File: config.mk
export PLATFORM = sky130hd
export DESIGN_NAME = cnm_front
export DESIGN_NICKNAME = d
export VERILOG_FILES = /design/src/rtl/core/cnm_pkg.sv /design/src/rtl/core/cnm_front.sv
export SDC_FILE = /design/constraint.sdc
export NUM_CORES = 1
export LEC_CHECK = 0
export ABC_AREA = 1
export BUFFER_PORTS_ARGS = -buffer_cell sky130_fd_sc_hd__buf_2
export CORE_UTILIZATION = 60
export CTS_CLUSTER_DIAMETER = 30
export CTS_CLUSTER_SIZE = 8
export DETAILED_ROUTE_END_ITERATION = 12
export PLACE_DENSITY = 0.87
export SLEW_MARGIN = 0
export SYNTH_ARGS = -nofsm -noshare
export SYNTH_HDL_FRONTEND = slang
export SYNTH_SLANG_ARGS = --single-unit
File: constraint.sdc
create_clock -name clock -period 3.1 [get_ports clock]
set_clock_uncertainty 0.15 [all_clocks]
set_input_delay 0.31 -clock clock [delete_from_list [all_inputs] [get_ports clock]]
set_output_delay 0.31 -clock clock [all_outputs]
set_load 0.005 [all_outputs]
File: src/rtl/core/cnm_pkg.sv
// shared types, constants and the sine table builder for the complex nco mixer
`timescale 1ns / 1ps

package cnm_pkg;

   // quadrant of the phase, taken from the top two phase bits
   typedef enum logic [1:0] {
      QUAD_0,
      QUAD_1,
      QUAD_2,
      QUAD_3
   } cnm_quad_type;

   // per-sample control that travels from the front end to the back end
   typedef struct packed {
      logic         last;
      logic         bypass;
      cnm_quad_type quad;
   } cnm_ctrl_type;

   // occupancy flags of the decoupling queue
   typedef struct packed {
      logic full;
      logic empty;
   } cnm_queue_status_type;

   localparam int QUEUE_DEPTH    = 4;
   localparam int QUEUE_PTR_BITS = 2;
   localparam int CSR_WIDTH      = 32;

   // pi/2 in q30
   localparam longint unsigned HALF_PI_Q30 = 64'd1686629713;

   // taylor series divisors (2n)(2n+1) for n = 1 .. 19
   localparam longint unsigned TAYLOR_DIV [1:19] = '{
      64'd6,   64'd20,  64'd42,  64'd72,  64'd110, 64'd156, 64'd210,
      64'd272, 64'd342, 64'd420, 64'd506, 64'd600, 64'd702, 64'd812,
      64'd930, 64'd1056, 64'd1190, 64'd1332, 64'd1482
   };

   // q15 quarter-wave entry sin(k*pi/(2N)), evaluated at elaboration only
   function automatic logic [15:0] sin_entry(input int unsigned addr_bits,
                                             input int unsigned k);
      longint unsigned x;
      longint unsigned x2;
      longint unsigned term;
      longint unsigned sum;
      longint unsigned e;
      x    = (HALF_PI_Q30 * longint'(k)) >> addr_bits;
      x2   = (x * x) >> 30;
      term = x;
      sum  = x;
      for (int n = 1; n < 20; n++) begin
         term = ((term * x2) >> 30) / TAYLOR_DIV[n];
         if (n % 2 == 1) begin
            sum = sum - term;
         end else begin
            sum = sum + term;
         end
      end
      e = (sum + 64'd16384) >> 15;
      if (e > 64'd32768) begin
         e = 64'd32768;
      end
      return e[15:0];
   endfunction

endpackage

File: src/rtl/core/cnm_front.sv
// front end: step register, phase accumulator and per-sample classification
`timescale 1ns / 1ps

module cnm_front #(
   parameter int SAMPLE_WIDTH    = 16,
   parameter int PHASE_WIDTH     = 32,
   parameter int TABLE_ADDR_BITS = 10
) (
   input  logic                                clock,
   input  logic                                reset,
   input  logic                                csr_write_en,
   input  logic [cnm_pkg::CSR_WIDTH-1:0]       csr_write_data,
   input  logic                                req_valid,
   output logic                                req_ready,
   input  logic signed [SAMPLE_WIDTH-1:0]      req_sample_re,
   input  logic signed [SAMPLE_WIDTH-1:0]      req_sample_im,
   input  logic                                req_last_in,
   output logic                                push_valid,
   input  logic                                push_ready,
   output cnm_pkg::cnm_ctrl_type               push_ctrl,
   output logic [TABLE_ADDR_BITS-1:0]          push_index,
   output logic signed [SAMPLE_WIDTH-1:0]      push_re,
   output logic signed [SAMPLE_WIDTH-1:0]      push_im
);
   import cnm_pkg::*;

   logic [PHASE_WIDTH-1:0] phase_ff;
   logic [PHASE_WIDTH-1:0] phase_in;
   logic [PHASE_WIDTH-1:0] step_ff;
   logic [PHASE_WIDTH-1:0] step_in;
   logic signed [CSR_WIDTH-1:0] step_wr;
   logic                   accept;

   // step register, sign-extended or wrapped to the phase width
   assign step_wr = csr_write_data;
   assign step_in = csr_write_en ? PHASE_WIDTH'(step_wr) : step_ff;

   // handshake straight into the queue
   assign req_ready  = push_ready;
   assign push_valid = req_valid;
   assign accept     = req_valid && push_ready;

   // phase advances once per transfer; a zero step leaves it unchanged
   assign phase_in = accept ? (phase_ff + step_ff) : phase_ff;

   always_ff @(posedge clock) begin
      if (reset) begin
         phase_ff <= '0;
         step_ff  <= '0;
      end else begin
         phase_ff <= phase_in;
         step_ff  <= step_in;
      end
   end

   // classify: table address, quadrant, and zero-step bypass
   assign push_ctrl.last   = req_last_in;
   assign push_ctrl.bypass = (step_ff == '0);
   assign push_ctrl.quad   = cnm_quad_type'(phase_ff[PHASE_WIDTH-1 -: 2]);
   assign push_index       = phase_ff[PHASE_WIDTH-3 -: TABLE_ADDR_BITS];
   assign push_re          = req_sample_re;
   assign push_im          = req_sample_im;

endmodule

# Word-level counts from Yosys, hierarchy flattened
# Cells that the tools add are included.
[totals]
latch_bits = 0
romBits = 0
n_memories = 0
elab_cells = 5
inputBits = 70
regBits = 64
out_inout_bits = 48
ram_bits = 0
[classes]
bitwise = 0
addsub = 1
n_lt_le_gt_ge = 0
eq_ne = 0
mul = 0
muxes = 0
n_reduce_logical = 2
shift = 0
n_div = 0
[ops]
columns = ["op", "n"]
rows = [
  ["32-bit adder", 1],
  ["32-bit zero test", 1],
  ["1-bit logical AND", 1],
]

# Longest topological paths before layout
# Gate-level depths: netlist of run 1.
[logic_depth]
depth_word = 1
depth_mapped = 15
ltp_nobuf = 15

# Worst setup path after synthesis of run 1
# Ideal clock, no wire load.
[synth_timing]
path_kind = "flip-flop to flip-flop"
startpoint = "reg phase_ff[0]"
endpoint = "reg phase_ff[20]"
required_time_ps = 2841
stages_incl_launch_ff = 13
n_path_buf = 0
t_arrival_ps = 1647
slack_ps = 1194
setup_time_ps = 109
period_less_slack_ps = 1906
path_cell_list = "dfxtp_1 > ha_1 > fa_1 > nand3_1 > nand3_1 > nand3_1 > nand3_2 > nand3_1 > nand2_1 > nand2_1 > nand3_1 > nand2_1 > inv_1"
[synth_between]
elab_chain_len = 1
[synth_lines]
columns = ["element", "line_no", "rtl"]
rows = [
  ["from (decl)", "cnm_front.sv:27", "logic [PHASE_WIDTH-1:0] phase_ff;"],
  ["from (signal assigned)", "cnm_front.sv:51", "phase_ff <= phase_in;"],
  ["32-bit adder", "cnm_front.sv:44", "assign phase_in = accept ? (phase_ff + step_ff) : phase_ff;"],
]
# Every way passes these cells.
# A chain may end at the register's enable or synchronous reset.

# Worst setup path in the final report of run 1
# Ends and elaborated chain as after synthesis.

==> summary.txt, run 1 <==
Run status
  – Outcome: finished, final reports clean

Clock tree
  – # resized after CTS: 0
  – Post-CTS Setup Bufs: 0
  – Max H-tree Level: 3
  – CTS root buf: clkbuf_8
  – Maximum root-to-sink buffer count: 2
  – CTS tree: done
  – Clock slew at reported path FFs: 0.08 ns
  – CTS sink cnt: 64
  – Clk_lat worst skew: 0.36 ns
  – Post-CTS Hold Buffers: 0
  – CTS Buf Count: 9

Logic synthesis
  – Ys async rst share: 0%
  – Synth Flop Type: dfxtp_1
  – Synth cell count leaders: 219 x nand2_1, 164 x nor2_1, 144 x inv_1
  – Number of flops mapped to enable cells by yosys: 0
  – Synth Cell Area: 5140 µm²
  – Library cells used by synthesis: 28
  – Area contributors post-synth: dfxtp_1 25%, nand2_1 16%, nor2_1 12%, inv_1 11%, ha_1 7.5%
  – #FFs+latches synth: 64
  – Largest area contributor in the netlist: dfxtp_1
  – Share of Yosys cell area claimed by the top area cell type: 24.9%
  – Synth warn: 0
  – Sequential fraction of the synthesis area: 24.9%
  – Syn nets: 969
  – Synth Area per Inst: 5.93 µm²
  – Most numerous cell in the Yosys netlist: nand2_1
  – Synth Instances: 867

Floorplanning
  – Die Y: 94.6 µm
  – Die area: 8950 µm²
  – Core Region: 8260 µm²
  – IO Pins: 118
  – Initial Util: 62.3%
  – Die W: 94.6 µm
  – Row count: 33

Global route
  – Initial antenna violation count: 0
  – Overflow after GRT: 0
  – Global Route Usage Sum: 28.7%
  – Vias in the first global route: 4410
  – First-pass GRT wire length: 20000 µm
  – Largest net degree at the start of global routing: 50

Power
  – Switching power total: 0.727 mW
  – P_int: 1.52 mW
  – Leakage power: 3.17 nW
  – Max VDD drop: 307 µV
  – Overall Power: 2.25 mW
  – Cell area power density: 420 nW/µm²
  – Sw frac: 32.4%
  – Combinational power share: 21.5%
  – Clock network fraction of total power: 36.8%
  – Share of power burned in registers: 41.6%

Drt
  – Pre-antenna DRT Iters: 5
  – Routed Antenna Nets: 0
  – DRC Markers: 0
  – Met2 WL: 4990 µm
  – Routed wl met3: 966 µm
  – M1 WL: 5640 µm
  – DRT iter0 DRCs: 358
  – WL per Instance: 12.1 µm
  – Top sig layer: met4
  – Total routed wirelength: 11900 µm
  – Via density: 5.09
  – DR vias: 4976

Placed design
  – Post-Place Setup Slack: 0.999 ns
  – Port bufs: 51
  – Routability-driven placement congestion ratio: 0.932
  – DP HPWL: 8860 µm

STA
  – Slew Limit Fails: 0
  – Final setup margin: 0.967 ns
  – Slew @ Worst Pin: 0.881 ns
  – Final setup vio count: 0
  – Setup TNS: 0 ns
  – Max Freq: 469 MHz
  – Worst hold margin: 0.0230 ns
  – Final Hold Viols: 0
  – Relative slew slack: 41.2%
  – Final period util: 68.8%
  – RSZ-0062 raised after global routing: false
  – Tmin final: 2.13 ns

Worst setup path
  – FF-to-FF path depth: 12
  – R2R Setup Slk: 0.97 ns
  – Worst EP arrival: 2.24 ns
  – Crit path max fanout: 4
  – Crit path required time: 3.21 ns
  – Worst setup path class: flip-flop to flip-flop
  – Reg2reg start: phase_ff[0]
  – RR Endpoint: phase_ff[20]
  – CP endpoint kind: flip-flop
  – CP startpoint kind: flip-flop

Final layout
  – Diode count: 0
  – Utilization after layout: 64.8%
  – Layout area overhead: 3.99%
  – Layout Nets: 969
  – Layout cells sized above 1: 11.6%

Min path
  – Hold path depth: 3
  – Hold EP: step_ff[27]
  – Hold Startpoint: csr_write_data[27]
  – Worst Hold Class: input port to flip-flop

Job
  – Max Cap Viol: 0
## kinds of logic after synthesis
kind of cell | Yosys count | share of synthesized area [%]
buffers and inverters | 210 | 18.8
and+or+nand+nor | 467 | 37.7
AOI/OAI and AO/OA | 79 | 8.08
xor gates and xnor gates | 15 | 2.55
DFF | 64 | 24.9
adders and majority gates | 32 | 7.93
## worst max path at each step
| stage | startpoint | endpoint | slack (ns) | cells past startpoint |
|---|---|---|---|---|
| after global routing | phase_ff[0] | phase_ff[24] | 0.78 | 12 |
| after floorplan | phase_ff[0] | phase_ff[20] | 1.19 | 12 |
| after global placement | phase_ff[0] | phase_ff[20] | 1.05 | 12 |
| final | phase_ff[0] | phase_ff[20] | 0.97 | 12 |
| after CTS | phase_ff[0] | phase_ff[20] | 0.98 | 12 |
| after detailed placement | phase_ff[0] | phase_ff[20] | 1.0 | 12 |
## registers in the layout (all words and copies together) (netlist names)
name and cells:
step_ff 32, phase_ff 32
## worst max-delay path: stages, from the launching register on
cell	delay, ns
dfxtp_1	0.32
ha_1	0.23
fa_1	0.47
nand3_1	0.12
nand3_1	0.14
nand3_1	0.12
nand3_2	0.10
nand3_1	0.11
nand2_1	0.05
nand2_1	0.05
nand3_1	0.06
nand2_1	0.08
inv_1	0.03
## final cells by class
cell class / instances / area [µm²]
well taps: 105 / 131
clock buffers: 10 / 128
multi-input cells: 593 / 2890
flip-flops and latches: 64 / 1280
repair buffers: 54 / 278
clock inverters: 6 / 92.6
fillers: 759 / 2910
inverters: 145 / 544
## power by group through the flow
| stage | clock, mW | sequential (mW) | combinational, mW |
|---|---|---|---|
| after global routing | 0.866 | 0.942 | 0.554 |
| after global placement | 0 | 0.951 | 0.464 |
| after detailed placement | 0 | 0.953 | 0.473 |
| after floorplan | 0 | 0.931 | 0.411 |
| final | 0.828 | 0.936 | 0.484 |
| after CTS | 0.829 | 0.934 | 0.480 |
## per-stage QoR
step           area [µm²]  cells
3_5_place_dp         5130    961
2_1_floorplan        5140    867
6_report             5350    977
3_3_place_gp         5130    961
5_1_grt              5350    977
4_1_cts              5350    977
## metal layers
metal  vias to the layer above  GRT usage (%)
met4                         0           10.4
met3                        22           5.72
li1                       2594              -
met5                         -              0
met1                      2190           39.7
met2                       170           44.2
## cell usage in the layout (no fill, tap or decap), types with 5 or more instances in the layout
master,netlist,routed
buf_2,3,51
ha_1,31,31
nand4_1,5,5
nor2_1,164,164
nand2_2,17,17
nand2_1,219,219
dfxtp_1,64,64
nor4_1,8,8
clkbuf_8,0,9
nor2_2,6,6
o21ai_0,51,51
nand3_1,39,39
a21oi_1,22,22
inv_1,144,144
xor2_1,13,13
No activity file was read; power rests on OpenSTA's default activity.
==> run 2, diff against run 1 <==
CORE_UTILIZATION = 50   (was 60)
PLACE_DENSITY = 0.78   (was 0.87)
clock period = 1.95 ns   (was 3.1 ns; I/O delays follow)
==> run 2 against run 1 <==
Fmax rose by 13%; sequential cell count did not move; design area rose by 21%; global-route usage fell by 1.9 points; clock-buffer cell count rose by 1; die area rose by 20%; wire length rose by 24%; setup slack got worse by 0.90 ns; sequential share of layout area fell by 3.2 points; combinational power rose by 120%; first-iteration DRC count rose by 13%; utilization rose by 1.1 points; critical endpoint is now phase_ff[24].
==> summary.txt, run 2 (synthesis gave the netlist of run 1 again) <==
Drt
  – Pre-antenna DRT Iters: 5
  – DRC Markers: 0
  – Via density: 5.12
  – Total routed wirelength: 14700 µm
  – WL per Instance: 13.9 µm
  – DRT iter0 DRCs: 404
  – DR vias: 5425
  – Routed Antenna Nets: 0

Min path
  – Worst Hold Class: input port to flip-flop
  – Hold path depth: 4

STA
  – Tmin final: 1.89 ns
  – Max Freq: 530 MHz
  – Final setup margin: 0.0636 ns
  – Worst hold margin: 0.142 ns
  – RSZ-0062 raised after global routing: true
  – Final period util: 96.7%
  – Setup TNS: 0 ns
  – Final setup vio count: 0
  – Slew @ Worst Pin: 0.459 ns
  – Final Hold Viols: 0
  – Relative slew slack: 69.4%
  – Slew Limit Fails: 0

Global route
  – Global Route Usage Sum: 26.9%
  – Initial antenna violation count: 0
  – Overflow after GRT: 0
  – Vias in the first global route: 4754
  – First-pass GRT wire length: 21900 µm
  – Largest net degree at the start of global routing: 34

Worst setup path
  – Crit path max fanout: 4
  – CP endpoint kind: flip-flop
  – CP cell instances: ha_4, nand2_2, buf_4, nor2_4, nand2_1, nor2_1, nand2_2, nand4_1, nand3_1, nand2_1, inv_1
  – Crit path required time: 2.06 ns
  – Worst setup path class: flip-flop to flip-flop
  – CP peak stage delay: 0.37 ns
  – FF-to-FF path depth: 11
  – CP startpoint kind: flip-flop
  – Worst EP arrival: 2.00 ns
  – Slowest CP cell: dfxtp_4

Job
  – Max Cap Viol: 0

Floorplanning
  – Core Region: 9860 µm²
  – Die W: 103 µm
  – Row count: 36
  – Die Y: 103 µm
  – Die area: 10700 µm²
  – IO Pins: 118
  – Initial Util: 52.1%

Final layout
  – Non-Filler Instances: 1059
  – Diode count: 0
  – Layout area overhead: 26.3%
  – Layout Nets: 1023
  – Registers with the most flip-flops: phase_ff (32), step_ff (32)
  – Most common cell after layout, fill and taps aside: nand2_1
  – Layout cells sized above 1: 26.2%
  – Utilization after layout: 65.9%
  – Most frequent cells in the layout: 197 x nand2_1, 151 x nor2_1, 144 x inv_1, 51 x buf_2, 46 x o21ai_0
  – Design area: 6500 µm²

Clock tree
  – Max H-tree Level: 3
  – Clock slew at reported path FFs: 0.08 ns
  – Maximum root-to-sink buffer count: 2
  – CTS tree: done
  – CTS root buf: clkbuf_8
  – CTS Buf Count: 9
  – CTS sink cnt: 64
  – Clk_lat worst skew: 0.36 ns

Placed design
  – Post-Place Setup Slack: -0.132 ns
  – Routability-driven placement congestion ratio: 0.948
  – DP Area: 5320 µm²
  – Placed cell count: 1010
  – Port bufs: 51
  – DP HPWL: 9630 µm

Power
  – Max VDD drop: 705 µV
  – Overall Power: 3.89 mW
  – Cell area power density: 598 nW/µm²
  – Leakage power: 3.47 nW

Run status
  – Outcome: finished, final reports clean
run 2: final timing paths:
| check | end | slack, ns | start |
|---|---|---|---|
| worst min register to register | phase_ff[0] | 0.37 | phase_ff[0] |
| worst max-delay path | phase_ff[24] | 0.06 | phase_ff[12] |
| worst max register to register | phase_ff[24] | 0.06 | phase_ff[12] |
| worst min-delay path | step_ff[9] | 0.14 | reset |
run 2: area by class of cell:
class                   count  area [µm²]
clock buffers              11         131
inverters                 145         544
well taps                 133         166
multi-input cells         593        3460
fillers                   770        3370
flip-flops and latches     64        1350
clock inverters             5        81.3
repair buffers            108         763
run 2: power by group:
part | internal, mW | total (mW) | switching [mW]
logic | 0.473 | 1.05 | 0.579
clock network | 0.721 | 1.30 | 0.580
registers | 1.41 | 1.53 | 0.125
run 2: routing by layer:
| layer | global-route usage [%] | part of all wire, % |
|---|---|---|
| met1 | 35.3 | 43 |
| met2 | 44.4 | 47 |
| met3 | 4.97 | 7.5 |
| met4 | 8.99 | 2.2 |
| met5 | 0 | 0 |
run 2: critical path, delay by kind of cell (launching register included):
kind | cells | cell delay, ns
simple gates | 8 | 0.80
flops | 1 | 0.37
fa+ha+maj | 1 | 0.29
buf+inv | 2 | 0.18
run 2: timing repair:
action,4_1_cts,5_1_grt
gates resized for setup,22,139
endpoints found under the hold margin,32,0
endpoints found under the setup margin,18,27
setup buffers,0,1
hold buffers,32,0
pin swaps,2,13
cloned,0,0
