===== config.mk =====
export PLATFORM = sky130hd
export DESIGN_NAME = cnm_queue
export DESIGN_NICKNAME = d
export VERILOG_FILES = /design/src/rtl/core/cnm_pkg.sv /design/src/rtl/core/cnm_queue.sv
export SDC_FILE = /design/constraint.sdc
export NUM_CORES = 1
export LEC_CHECK = 0
export ABC_AREA = 1
export BUFFER_PORTS_ARGS = -buffer_cell sky130_fd_sc_hd__buf_4
export CAP_MARGIN = 40
export CELL_PAD_IN_SITES_DETAIL_PLACEMENT = 0
export CELL_PAD_IN_SITES_GLOBAL_PLACEMENT = 2
export CORE_ASPECT_RATIO = 1.1
export CORE_MARGIN = 8
export CORE_UTILIZATION = 35
export DETAILED_ROUTE_END_ITERATION = 10
export PLACE_DENSITY_LB_ADDON = 0.05
export SLEW_MARGIN = 10
export SYNTH_ARGS = -nofsm -noshare
export SYNTH_HDL_FRONTEND = slang
export SYNTH_SLANG_ARGS = --single-unit

===== constraint.sdc =====
create_clock -name clock -period 2.5 [get_ports clock]
set_clock_uncertainty 0.15 [all_clocks]
set_input_delay 0.25 -clock clock [delete_from_list [all_inputs] [get_ports clock]]
set_output_delay 0.25 -clock clock [all_outputs]
set_load 0.05 [all_outputs]

===== src/rtl/core/cnm_pkg.sv =====
// shared types, constants and the sine table builder for the complex nco mixer
`timescale 1ns / 1ps

package cnm_pkg;

   // quadrant of the phase, taken from the top two phase bits
   typedef enum logic [1:0] {
      QUAD_0,
      QUAD_1,
      QUAD_2,
      QUAD_3
   } cnm_quad_type;

   // per-sample control that travels from the front end to the back end
   typedef struct packed {
      logic         last;
      logic         bypass;
      cnm_quad_type quad;
   } cnm_ctrl_type;

   // occupancy flags of the decoupling queue
   typedef struct packed {
      logic full;
      logic empty;
   } cnm_queue_status_type;

   localparam int QUEUE_DEPTH    = 4;
   localparam int QUEUE_PTR_BITS = 2;
   localparam int CSR_WIDTH      = 32;

   // pi/2 in q30
   localparam longint unsigned HALF_PI_Q30 = 64'd1686629713;

   // taylor series divisors (2n)(2n+1) for n = 1 .. 19
   localparam longint unsigned TAYLOR_DIV [1:19] = '{
      64'd6,   64'd20,  64'd42,  64'd72,  64'd110, 64'd156, 64'd210,
      64'd272, 64'd342, 64'd420, 64'd506, 64'd600, 64'd702, 64'd812,
      64'd930, 64'd1056, 64'd1190, 64'd1332, 64'd1482
   };

   // q15 quarter-wave entry sin(k*pi/(2N)), evaluated at elaboration only
   function automatic logic [15:0] sin_entry(input int unsigned addr_bits,
                                             input int unsigned k);
      longint unsigned x;
      longint unsigned x2;
      longint unsigned term;
      longint unsigned sum;
      longint unsigned e;
      x    = (HALF_PI_Q30 * longint'(k)) >> addr_bits;
      x2   = (x * x) >> 30;
      term = x;
      sum  = x;
      for (int n = 1; n < 20; n++) begin
         term = ((term * x2) >> 30) / TAYLOR_DIV[n];
         if (n % 2 == 1) begin
            sum = sum - term;
         end else begin
            sum = sum + term;
         end
      end
      e = (sum + 64'd16384) >> 15;
      if (e > 64'd32768) begin
         e = 64'd32768;
      end
      return e[15:0];
   endfunction

endpackage


===== src/rtl/core/cnm_queue.sv =====
// short fifo that decouples the front end from the back end
`timescale 1ns / 1ps

module cnm_queue #(
   parameter int WIDTH = 8
) (
   input  logic                          clock,
   input  logic                          reset,
   input  logic                          push_valid,
   output logic                          push_ready,
   input  logic [WIDTH-1:0]              push_data,
   output logic                          pop_valid,
   input  logic                          pop_ready,
   output logic [WIDTH-1:0]              pop_data,
   output cnm_pkg::cnm_queue_status_type status
);
   import cnm_pkg::*;

   logic [WIDTH-1:0]          store_ff [QUEUE_DEPTH];
   logic [QUEUE_PTR_BITS-1:0] wr_ptr_ff;
   logic [QUEUE_PTR_BITS-1:0] wr_ptr_in;
   logic [QUEUE_PTR_BITS-1:0] rd_ptr_ff;
   logic [QUEUE_PTR_BITS-1:0] rd_ptr_in;
   logic [QUEUE_PTR_BITS:0]   count_ff;
   logic [QUEUE_PTR_BITS:0]   count_in;
   logic                      do_push;
   logic                      do_pop;

   assign status.full  = (count_ff == (QUEUE_PTR_BITS+1)'(QUEUE_DEPTH));
   assign status.empty = (count_ff == '0);

   assign push_ready = !status.full;
   assign pop_valid  = !status.empty;
   assign pop_data   = store_ff[rd_ptr_ff];

   assign do_push = push_valid && push_ready;
   assign do_pop  = pop_valid && pop_ready;

   // pointer and occupancy update
   always_comb begin
      wr_ptr_in = do_push ? wr_ptr_ff + 1'b1 : wr_ptr_ff;
      rd_ptr_in = do_pop  ? rd_ptr_ff + 1'b1 : rd_ptr_ff;
      count_in  = count_ff;
      if (do_push && !do_pop) begin
         count_in = count_ff + 1'b1;
      end else if (do_pop && !do_push) begin
         count_in = count_ff - 1'b1;
      end
   end

   always_ff @(posedge clock) begin
      if (reset) begin
         wr_ptr_ff <= '0;
         rd_ptr_ff <= '0;
         count_ff  <= '0;
      end else begin
         wr_ptr_ff <= wr_ptr_in;
         rd_ptr_ff <= rd_ptr_in;
         count_ff  <= count_in;
      end
   end

   // entry storage
   always_ff @(posedge clock) begin
      if (do_push) begin
         store_ff[wr_ptr_ff] <= push_data;
      end
   end

endmodule


* After elaboration in Yosys (flattened, before gate mapping) *
Memories as Yosys holds them, arrays and structs flattened. A register that Yosys moved wholly into a read port is not among the register bits.
Index checks and enable logic that the tools add are counted.

cells by class
  add/sub/neg operators = 4
  equality and inequality tests = 1
  mux-type cells = 6
  reduce and logical (&&, ||, !) cells = 10

operators with widths
  kind                                              count
  two-way mux 3 bit                                 2
  adder 2 x 1 -> 2 bit, second input constant       2
  logical AND 1 bit                                 4
  zero test 1 bit                                   4
  two-way mux 2 bit                                 2
  adder 3 x 1 -> 3 bit, second input constant       1
  == test 3 bit, second input constant              1
  zero test 3 bit                                   1
  subtractor 3 x 1 -> 3 bit, second input constant  1
  two-way mux 1 bit                                 2
  nonzero test 2 bit                                1

storage, ports and cells
  register bits after elaboration = 7
  memory bits (writable) = 32
  input bits = 12
  logic and storage cells = 25
  memories kept = 1

memory list
  memory    words  bits a word  read ports  clocked after Yosys merged registers in  wr ports  RTL line         RTL
  store_ff  4      8            1           1                                        1         cnm_queue.sv:19  logic [WIDTH-1:0] store_ff [QUEUE_DEPTH];

* Logic depth before layout (Yosys ltp) *
Gate-level depths: netlist of run 1.

  depth in word-level cells = 7
  gate-level depth with buffers = 13
  mapped depth without buffers = 13

* Least setup slack after synthesis of run 1 *
OpenSTA, ideal clock, no wires.

  kind = register to register
  from = register count_ff[0]
  to = register count_ff[2]
  setup time = 0.113 ns
  arrival = 1.760 ns
  slack = 0.478 ns
  cell stages (with the launch flop) = 14
  cells stage by stage = dfxtp_1 nor2_4 nand2_2 nand2_4 inv_2 ha_1 inv_1 fa_1 inv_1 nand2_1 nand3_1 nand2_1 nand2_1 nor2_1

on the way
  word-level cells in the longest chain between the ends = 6
  elaborated cells between the ends (all ways) = 15

RTL lines
  item                                 RTL line         RTL
  start, declared                      cnm_queue.sv:24  logic [QUEUE_PTR_BITS:0] count_ff;
  start signal, assigned               cnm_queue.sv:59  count_ff <= count_in;
  == test 3 bit (*)                    cnm_queue.sv:29  assign status.full = (count_ff == (QUEUE_PTR_BITS+1)'(QUEUE_DEPTH));
  zero test 1 bit (*)                  cnm_queue.sv:32  assign push_ready = !status.full;
  named net push_ready                 cnm_queue.sv:10  output logic push_ready,
  logical AND 1 bit (*)                cnm_queue.sv:36  assign do_push = push_valid && push_ready;
  named net do_push                    cnm_queue.sv:26  logic do_push;
  zero test 1 bit                      cnm_queue.sv:46  end else if (do_pop && !do_push) begin
  logical AND 1 bit                    cnm_queue.sv:46
  nonzero test 2 bit (no source line)  -

Mark *: on every way through the listed nets, which the timed path passes. The rest lies on a longest branch. The select of a mux whose other input is x is not followed.
A chain may end at the register's enable or synchronous reset.

* Worst setup path after layout of run 1 *
  from = register count_ff[0]
  to = register count_ff[2]

on the way
  word-level cells in the longest chain between the ends = 6
  elaborated cells between the ends (all ways) = 15

RTL lines
  item                                 RTL line
  == test 3 bit (*)                    cnm_queue.sv:29
  zero test 1 bit (*)                  cnm_queue.sv:32
  logical AND 1 bit (*)                cnm_queue.sv:36
  named net do_push                    cnm_queue.sv:26
  zero test 1 bit                      cnm_queue.sv:46
  logical AND 1 bit                    cnm_queue.sv:46
  nonzero test 2 bit (no source line)  -

Marks and branches as above.

==> metrics.txt, run 1 <==
simple-gate share of the synthesized area 12.9%; Netlist Area Pre-Place 0.00170 mm²; die height just under 90 µm; Multi-input gate area roughly 470 µm²; synth unique cells 20; critical path class flop to flop; Register Area 0.00114 mm²; count leader, synth edfxtp_1; post-synthesis compound-gate area fraction about a tenth; Max transition margin around 77%; final worst setup slack roughly 540 ps; RSZ-0062 raised after global routing false; fmax 510 MHz; GRT overflow 0; clock transition at the registers of the reported paths roughly 80 ps; Worst Path Arrival ~2000 ps; DPL Wire Length between 2000 and 2500 µm; Post-Syn Nets between 150 and 200; Routed WL roughly 3300 µm; # rows 26; fin crit period between 1500 and 2000 ps; vias in the first global route between 1,000 and 1,500; Worst Path Required between 2000 and 3000 ps; Max VDD drop ~0.50 mV; Clock Tree Buf Depth 2; adder-cell share of the synthesized area 4.85%; Num CTS Buffers 5; max-cap viol count 0; register area share after synthesis 67.0%; Leak roughly 0.84 nW; Hold Slack around 12 ps; async set-reset flop share out of synthesis 0%; Core ar. roughly 0.0047 mm²; layout cells sized above 1 approximately a quarter; wire length per cell ~14 µm; Vias/cell between 4 and 5; fin nets slightly below 200; CTS tree built; Hold Path End store_ff[0][0]; main combinational cell family by area after synthesis simple AND/OR/NAND/NOR gates; Syn Area/Cell around 12 µm²; CP endpoint kind flop; top_reg_cell synth edfxtp_1; DP Worst Slack 549 ps; synth top area cells edfxtp_1, dfxtp_1, nor2_1; Reg2Reg Depth 13; multiplexer share of the synthesized area 0%; Setup-failing EPs final 0; PwrDens 1170 mW/mm²; die area roughly 0.0074 mm²; Hold Startpoint push_data[0]; initial antenna violation count 0; CP startpoint count_ff[0]; synth warn 0; R2R Setup Slk between 500 and 600 ps; H-tree depth 2; max-slew violations 0; Mapped Cells 146; Total GRT Usage 9.91%; Slew @ Worst Pin around 350 ps; Hold Crit Class input pin to flop; XOR/XNOR share of the synthesized area less than 1%; drt first pass iters 4; Final ANT Viol Nets 0; Final Power between 2 and 2.5 mW; Filler cells 451; first-pass GRT wire length around 5400 µm; Yosys reg bits 41; Worst-Skew Late Latency ~290 ps; CTS-repair resized insts 0; hold path cells 1; Yosys top cell area share between 50 and 60%; initial DRC count 30; startpoint types flop; Critical R2R Capture count_ff[2]; Initial Util 36.6%; synth cell count leaders edfxtp_1, nor2_1, inv_1; root cell of the clock tree clkbuf_8; DRC 0; Die W 82.5 µm; Fin. Hold Viols 0; io pins 24; largest net degree at the start of global routing 17; EDFF count, synth 32; worst r2r src count_ff[0]; clk sinks around 40; critical-path maximum fanout 5; status completed; Synth area leader edfxtp_1; total number of vias ~1,100; IO buf count 23; Fin Setup TNS 0 ps; P&R area growth vs syn 24.2%; ANT cells 0; Final GP Congestion 0.798; Tcrit/Tclk final 78.4%
==> metal layers <==
| metal | up-vias | wire [µm] | part of all wire, % | GRT usage (%) |
|---|---|---|---|---|
| li1 | 564 | - | - | - |
| met1 | 538 | 1360 | 42 | 10.7 |
| met2 | 23 | 1740 | 53 | 17.4 |
| met3 | 4 | 145 | 4.4 | 3.22 |
| met4 | 0 | 38 | 1.2 | 3.77 |
| met5 | - | 0 | 0 | 0 |
==> worst max-delay path, stage by stage (launching register included) <==
cell and delay (ps):
dfxtp_1 440, nor2_4 60, nand2_2 130, nand2_4 80, inv_2 70, ha_1 160
inv_1 60, fa_1 380, inv_1 60, nand2_1 40, nand3_1 80, nand2_1 50
nand2_1 50, nor2_1 30
==> power by group <==
part           internal (mW)  switching [mW]
registers              0.836          0.0681
logic                  0.294           0.665
clock network          0.396           0.212
==> layout by cell type, fill, tap and decap left out, drive strengths merged <==
cell type | Yosys | routed
o22ai | 8 | 8
a21oi | 3 | 3
ha | 5 | 5
nand3 | 4 | 4
dlygate4sd3 | 0 | 2
clkbuf | 0 | 5
fa | 1 | 1
edfxtp | 32 | 32
dfxtp | 9 | 9
inv | 18 | 18
nor2 | 30 | 30
o21ai | 17 | 17
nand3b | 1 | 1
clkinv | 0 | 1
xor2 | 1 | 1
bufinv | 0 | 2
buf | 2 | 28
nand2 | 15 | 15
==> cell type report <==
cell class / instances / area share (%)
sequential: 41 / 54.0
multi-input combinational: 85 / 22.3
timing repair buffer: 30 / 10.9
tap: 56 / 3.31
clock buffer: 5 / 3.25
inverter: 18 / 3.20
clock inverter: 3 / 3.08
==> through the flow <==
step / util (%) / area (µm²) / cells
global route: 45.5 / 2110 / 238
floorplan: - / 1700 / 146
global placement: 42.1 / 1960 / 228
CTS: 45.5 / 2110 / 238
finish: 45.5 / 2110 / 238
detailed placement: 42.1 / 1960 / 228
==> logic make-up after synthesis <==
family                   Yosys count
XOR/XNOR                           1
buffers and inverters             20
adder cells (fa/ha/maj)            6
AND/OR/NAND/NOR                   50
flip-flops                        41
AO/OA/AOI/OAI                     28
==> sequential cells by signal, summed over array words and instances, names as in the netlist, named ones only <==
name	cells
rd_ptr_ff	2
count_ff	3
wr_ptr_ff	2
store_ff	32
==> how the worst max path moves through the flow <==
stage	end	slack [ps]	cells after the start
after floorplan	count_ff[2]	480	13
after global placement	count_ff[2]	590	13
after detailed placement	count_ff[2]	550	13
after CTS	pop_data[5]	520	4
after global routing	count_ff[2]	340	13
final	count_ff[2]	540	13
==> what timing repair did <==
action	CTS	global route
hold endpoints to repair	5	0
setup buffers	0	0
hold buffers	2	0
endpoints found under the setup margin	0	0
Note: power is estimated with default switching activity, not from simulation.
==> run 2: changes to the inputs <==
==> constraint.sdc (replaced) <==
create_clock -name clock -period 1.9 [get_ports clock]
set_clock_uncertainty 0.15 [all_clocks]
set_input_delay 0.19 -clock clock [delete_from_list [all_inputs] [get_ports clock]]
set_output_delay 0.19 -clock clock [all_outputs]
set_load 0.05 [all_outputs]
==> metrics.txt, run 2 (same netlist as run 1, synthesis figures left out) <==
Register Area about 0.0011 mm²; fmax around 550 MHz; Routed WL 3300 µm; Multi-input gate area approximately 520 µm²; die height between 80 and 90 µm; die area about 0.0074 mm²; Total GRT Usage 9.63%; most common cell after layout, fill and taps aside edfxtp_1; DRC 0; Post-CTS Setup Bufs 0; Worst-Skew Late Latency approximately 280 ps; vias in the first global route 1,155; Final GP Congestion 0.710; post-route insts no fill roughly 250; RSZ-0062 raised after global routing false; Vias/cell 4.58; first-pass GRT wire length between 5000 and 6000 µm; Tcrit/Tclk final about 96%; Critical R2R Capture count_ff[1]; Leak ~0.9 nW; Slew @ Worst Pin roughly 290 ps; placed insts around 230; startpoint types flop; largest net degree at the start of global routing 17; hold path cells 4; worst r2r src count_ff[1]; wire length per cell around 13 µm; max-slew violations 0; drt first pass iters 4; H-tree depth 2; # rows 26; Fin. Hold Viols 0; most frequent cells in the layout edfxtp_1, buf_4, nor2_1; biggest regs store_ff: 32 flops, count_ff: 3 flops; Reg with most FFs store_ff; Core ar. between 0.004 and 0.005 mm²; clk sinks 41; Setup-failing EPs final 0; DP Area between 0.002 and 0.0025 mm²; CTS tree built; Die W around 83 µm; Final ANT Viol Nets 0; Final Cell Area roughly 0.0022 mm²; P&R area growth vs syn 30.2%; ANT cells 0; fin nets about 210; Fin Setup TNS 0 ps; fin crit period around 1800 ps; max reg flops 32; IO buf count 23; Clock Tree Buf Depth 2; clock transition at the registers of the reported paths 70 ps; critical path class flop to flop; root cell of the clock tree clkbuf_8; total number of vias between 1,000 and 1,500; Worst Path Arrival 1850 ps; PwrDens 1420 mW/mm²; critical-path maximum fanout 5; Max transition margin between 80 and 90%; max-cap viol count 0; Filler cells around 450; Num CTS Buffers 5; initial DRC count 38; initial antenna violation count 0; layout cells sized above 1 29.2%; R2R Setup Slk between 80 and 90 ps; Initial Util between 30% and 40%; Max VDD drop about 0.7 mV; GRT overflow 0; Final Power approximately 3.2 mW; Worst Path Required ~1900 ps; io pins 24; DPL Wire Length roughly 2400 µm; Hold Path End wr_ptr_ff[0]; Reg2Reg Depth 9; Hold Startpoint push_valid; status completed; CP endpoint kind flop; Hold Crit Class input pin to flop
[run 2: cell types whose count changed in the layout (fill, tap and decap cells not counted), sizes merged]
cell	delta
buf	+3
bufinv	-2
clkbuf	+3
clkinv	-1
dlygate4sd3	+7
[run 2: worst max path at each step]
stage                      from  slack, ps          end  cells after the start
finish              count_ff[1]         80  count_ff[1]                      9
global route        count_ff[1]          3  count_ff[2]                     11
CTS                 count_ff[1]         50  count_ff[1]                      9
detailed placement  count_ff[1]         60  count_ff[1]                      9
global placement    count_ff[1]         80  count_ff[1]                      9
floorplan           count_ff[0]         10  count_ff[1]                      9
[run 2: metrics by stage]
stage          setup slack (ps)  util [%]  hold WS [ps]
2_1_floorplan              12.6         -           105
3_3_place_gp               81.3      43.4           235
3_5_place_dp               57.9      43.4           240
4_1_cts                    46.8      47.3          67.5
5_1_grt                    3.03      47.7          87.5
6_report                   81.9      47.7          75.7
[run 2: cell type report]
type | instances | share of cell area, %
Clock buffer | 8 | 4.06
Tap cell | 56 | 3.16
Timing Repair Buffer | 40 | 14.6
Sequential cell | 41 | 51.8
Inverter | 18 | 3.16
Multi-Input combinational cell | 85 | 23.3
[run 2: what timing repair did]
item / 4_1_cts / 5_1_grt
pin swaps: 0 / 1
gates cloned: 0 / 0
hold endpoints to repair: 37 / 0
hold buffers: 9 / 0
resized for setup: 2 / 7
setup endpoints to repair: 2 / 3
[run 2: power breakdown]
| group | leakage [nW] | switching (mW) | internal [mW] |
|---|---|---|---|
| clock network | 0.0455 | 0.254 | 0.296 |
| registers | 0.369 | 0.0932 | 1.11 |
| logic | 0.463 | 0.933 | 0.468 |
[run 2: layer usage]
| layer | up-vias | share of wire, % | global-route usage (%) |
|---|---|---|---|
| met5 | - | 0 | 0 |
| met4 | 0 | 1.6 | 4.71 |
| met3 | 4 | 4.3 | 2.92 |
| met2 | 19 | 51 | 17.2 |
| met1 | 526 | 43 | 9.87 |
| li1 | 588 | - | - |
[run 2: worst max-delay path, stage by stage (launching register included)]
cell     delay [ps]
dfxtp_4         370
nor2_4          200
nand2_8          80
nand2_4          70
inv_2            50
ha_4            150
inv_2            50
fa_2            410
o21ai_1         130
nor2_1           40
==> run 3: changes to the inputs <==
--- a/config.mk
+++ b/config.mk
@@ -7,10 +7,8 @@
 export LEC_CHECK = 0
 export ABC_AREA = 1
 export BUFFER_PORTS_ARGS = -buffer_cell sky130_fd_sc_hd__buf_4
-export CAP_MARGIN = 40
 export CELL_PAD_IN_SITES_DETAIL_PLACEMENT = 0
 export CELL_PAD_IN_SITES_GLOBAL_PLACEMENT = 2
-export CORE_ASPECT_RATIO = 1.1
 export CORE_MARGIN = 8
 export CORE_UTILIZATION = 35
 export DETAILED_ROUTE_END_ITERATION = 10
==> metrics.txt, run 3 (same netlist as run 1, synthesis figures left out) <==
status completed; initial antenna violation count 0; clock transition at the registers of the reported paths 70 ps; DP Area around 0.0020 mm²; fin crit period between 1500 and 2000 ps; RSZ-0062 raised after global routing false; root cell of the clock tree clkbuf_8; biggest regs store_ff: 32 flops, count_ff: 3 flops; largest net degree at the start of global routing 17; Total GRT Usage approximately 10%; max-cap viol count 0; total number of vias 1,166; CTS tree built; Num CTS Buffers 5; Worst Path Required 1930 ps; Hold Slack between 80 and 90 ps; wire length per cell 13.4 µm; # rows 25; drt first pass iters 4; Worst-Skew Late Latency approximately 280 ps; Die W between 80 and 90 µm; most common cell after layout, fill and taps aside buf_4; IO buf count 23; Fin Setup TNS 0 ps; Vias/cell ~4.5; startpoint types flop; Setup-failing EPs final 0; layout cells sized above 1 29.2%; Critical-path top delay cell fa_2; io pins 24; Clock Tree Buf Depth 2; P&R area growth vs syn 33.4%; Hold Crit Class input pin to flop; hold path cells 3; Leak roughly 0.9 nW; Final Cell Area around 0.0023 mm²; Final Power ~3.3 mW; Fin. Hold Viols 0; max reg flops 32; max-slew violations 0; Slew @ Worst Pin between 300 and 400 ps; critical-path maximum fanout 5; Initial Util 36.1%; Comb pwr share ~44%; DPL Wire Length roughly 2500 µm; sequential power share 35.5%; Final GP Congestion 0.745; die height ~86 µm; first-pass GRT wire length 5670 µm; Filler cells 443; ANT cells 0; vias in the first global route ~1,200; most frequent cells in the layout buf_4, edfxtp_1, nor2_1; fmax 552 MHz; Tcrit/Tclk final a little over nine tenths; CP endpoint kind flop; Core ar. 0.00472 mm²; fin nets 212; die area 0.00735 mm²; clk sinks a little over 40; Final ANT Viol Nets 0; Worst Path Arrival between 1500 and 2000 ps; DRC 0; Clk pwr share around a fifth; critical path class flop to flop; sequence of cells on the critical path nor2_4 -> nand2_8 -> nand2_8 -> inv_2 -> ha_4 -> inv_2 -> fa_2 -> o21ai_1 -> nor2_1; H-tree depth 2; Max VDD drop roughly 0.74 mV; GRT overflow 0; Routed WL 3520 µm; Sw Pwr 1.32 mW; initial DRC count between 50 and 60; Int Pwr between 1.5 and 2 mW; PwrDens approximately 1500 mW/mm²; Reg with most FFs store_ff; crit-path max cell delay 420 ps; Reg2Reg Depth 9; Max transition margin between 70% and 80%; Sw Share 39.9%
==> run 3: power groups by stage <==
stage / Combinational, mW / Sequential (mW) / Clock [mW]
floorplan: 0.984 / 1.20 / 0
global placement: 1.40 / 1.19 / 0
detailed placement: 1.41 / 1.20 / 0
CTS: 1.43 / 1.18 / 0.685
global route: 1.59 / 1.19 / 0.724
finish: 1.47 / 1.18 / 0.665
==> run 3: layout make-up <==
type | instances | area (µm²) | area share [%]
clock inverters | 2 | 33.8 | 1.49
inverters | 18 | 67.6 | 2.97
well taps | 67 | 83.8 | 3.69
flip-flops and latches | 41 | 1140 | 50.4
clock buffers | 6 | 72.6 | 3.19
multi-input cells | 85 | 524 | 23.1
repair buffers | 43 | 345 | 15.2
==> run 3: routing by layer <==
layer  up-vias  routed length [µm]  track usage (%)
met5         -                   0                0
li1        591                   -                -
met2        19                1830             18.2
met1       550                1550             10.8
met3         6                  92             2.58
met4         0                  46             4.78
==> run 3: final timing paths <==
path / start / endpoint / slack, ps
setup / recovery: count_ff[1] / count_ff[1] / 90
hold / removal: pop_ready / rd_ptr_ff[0] / 80
setup reg to reg: count_ff[1] / count_ff[1] / 90
hold reg to reg: rd_ptr_ff[0] / rd_ptr_ff[0] / 350
==> run 3: metrics by stage <==
step	setup slack [ps]	cells	util, %
floorplan	12.6	146	-
global placement	55.8	243	43.2
detailed placement	19.3	243	43.2
CTS	6.96	260	47.3
global route	2.53	262	48.1
finish	87.8	262	48.1
==> run 3: timing repair <==
item / 4_1_cts / 5_1_grt
setup buffers: 0 / 2
endpoints found under the hold margin: 37 / 0
hold buffers: 9 / 0
gates resized for setup: 0 / 6
endpoints found under the setup margin: 0 / 7
==> run 3: worst max-delay path: cells and delay by family (launching register included) <==
family	cells	cell delay, ps
DFF	1	340
and+or+nand+nor	4	410
buffers and inverters	2	110
AOI/OAI and AO/OA	1	120
adders and majority gates	2	570
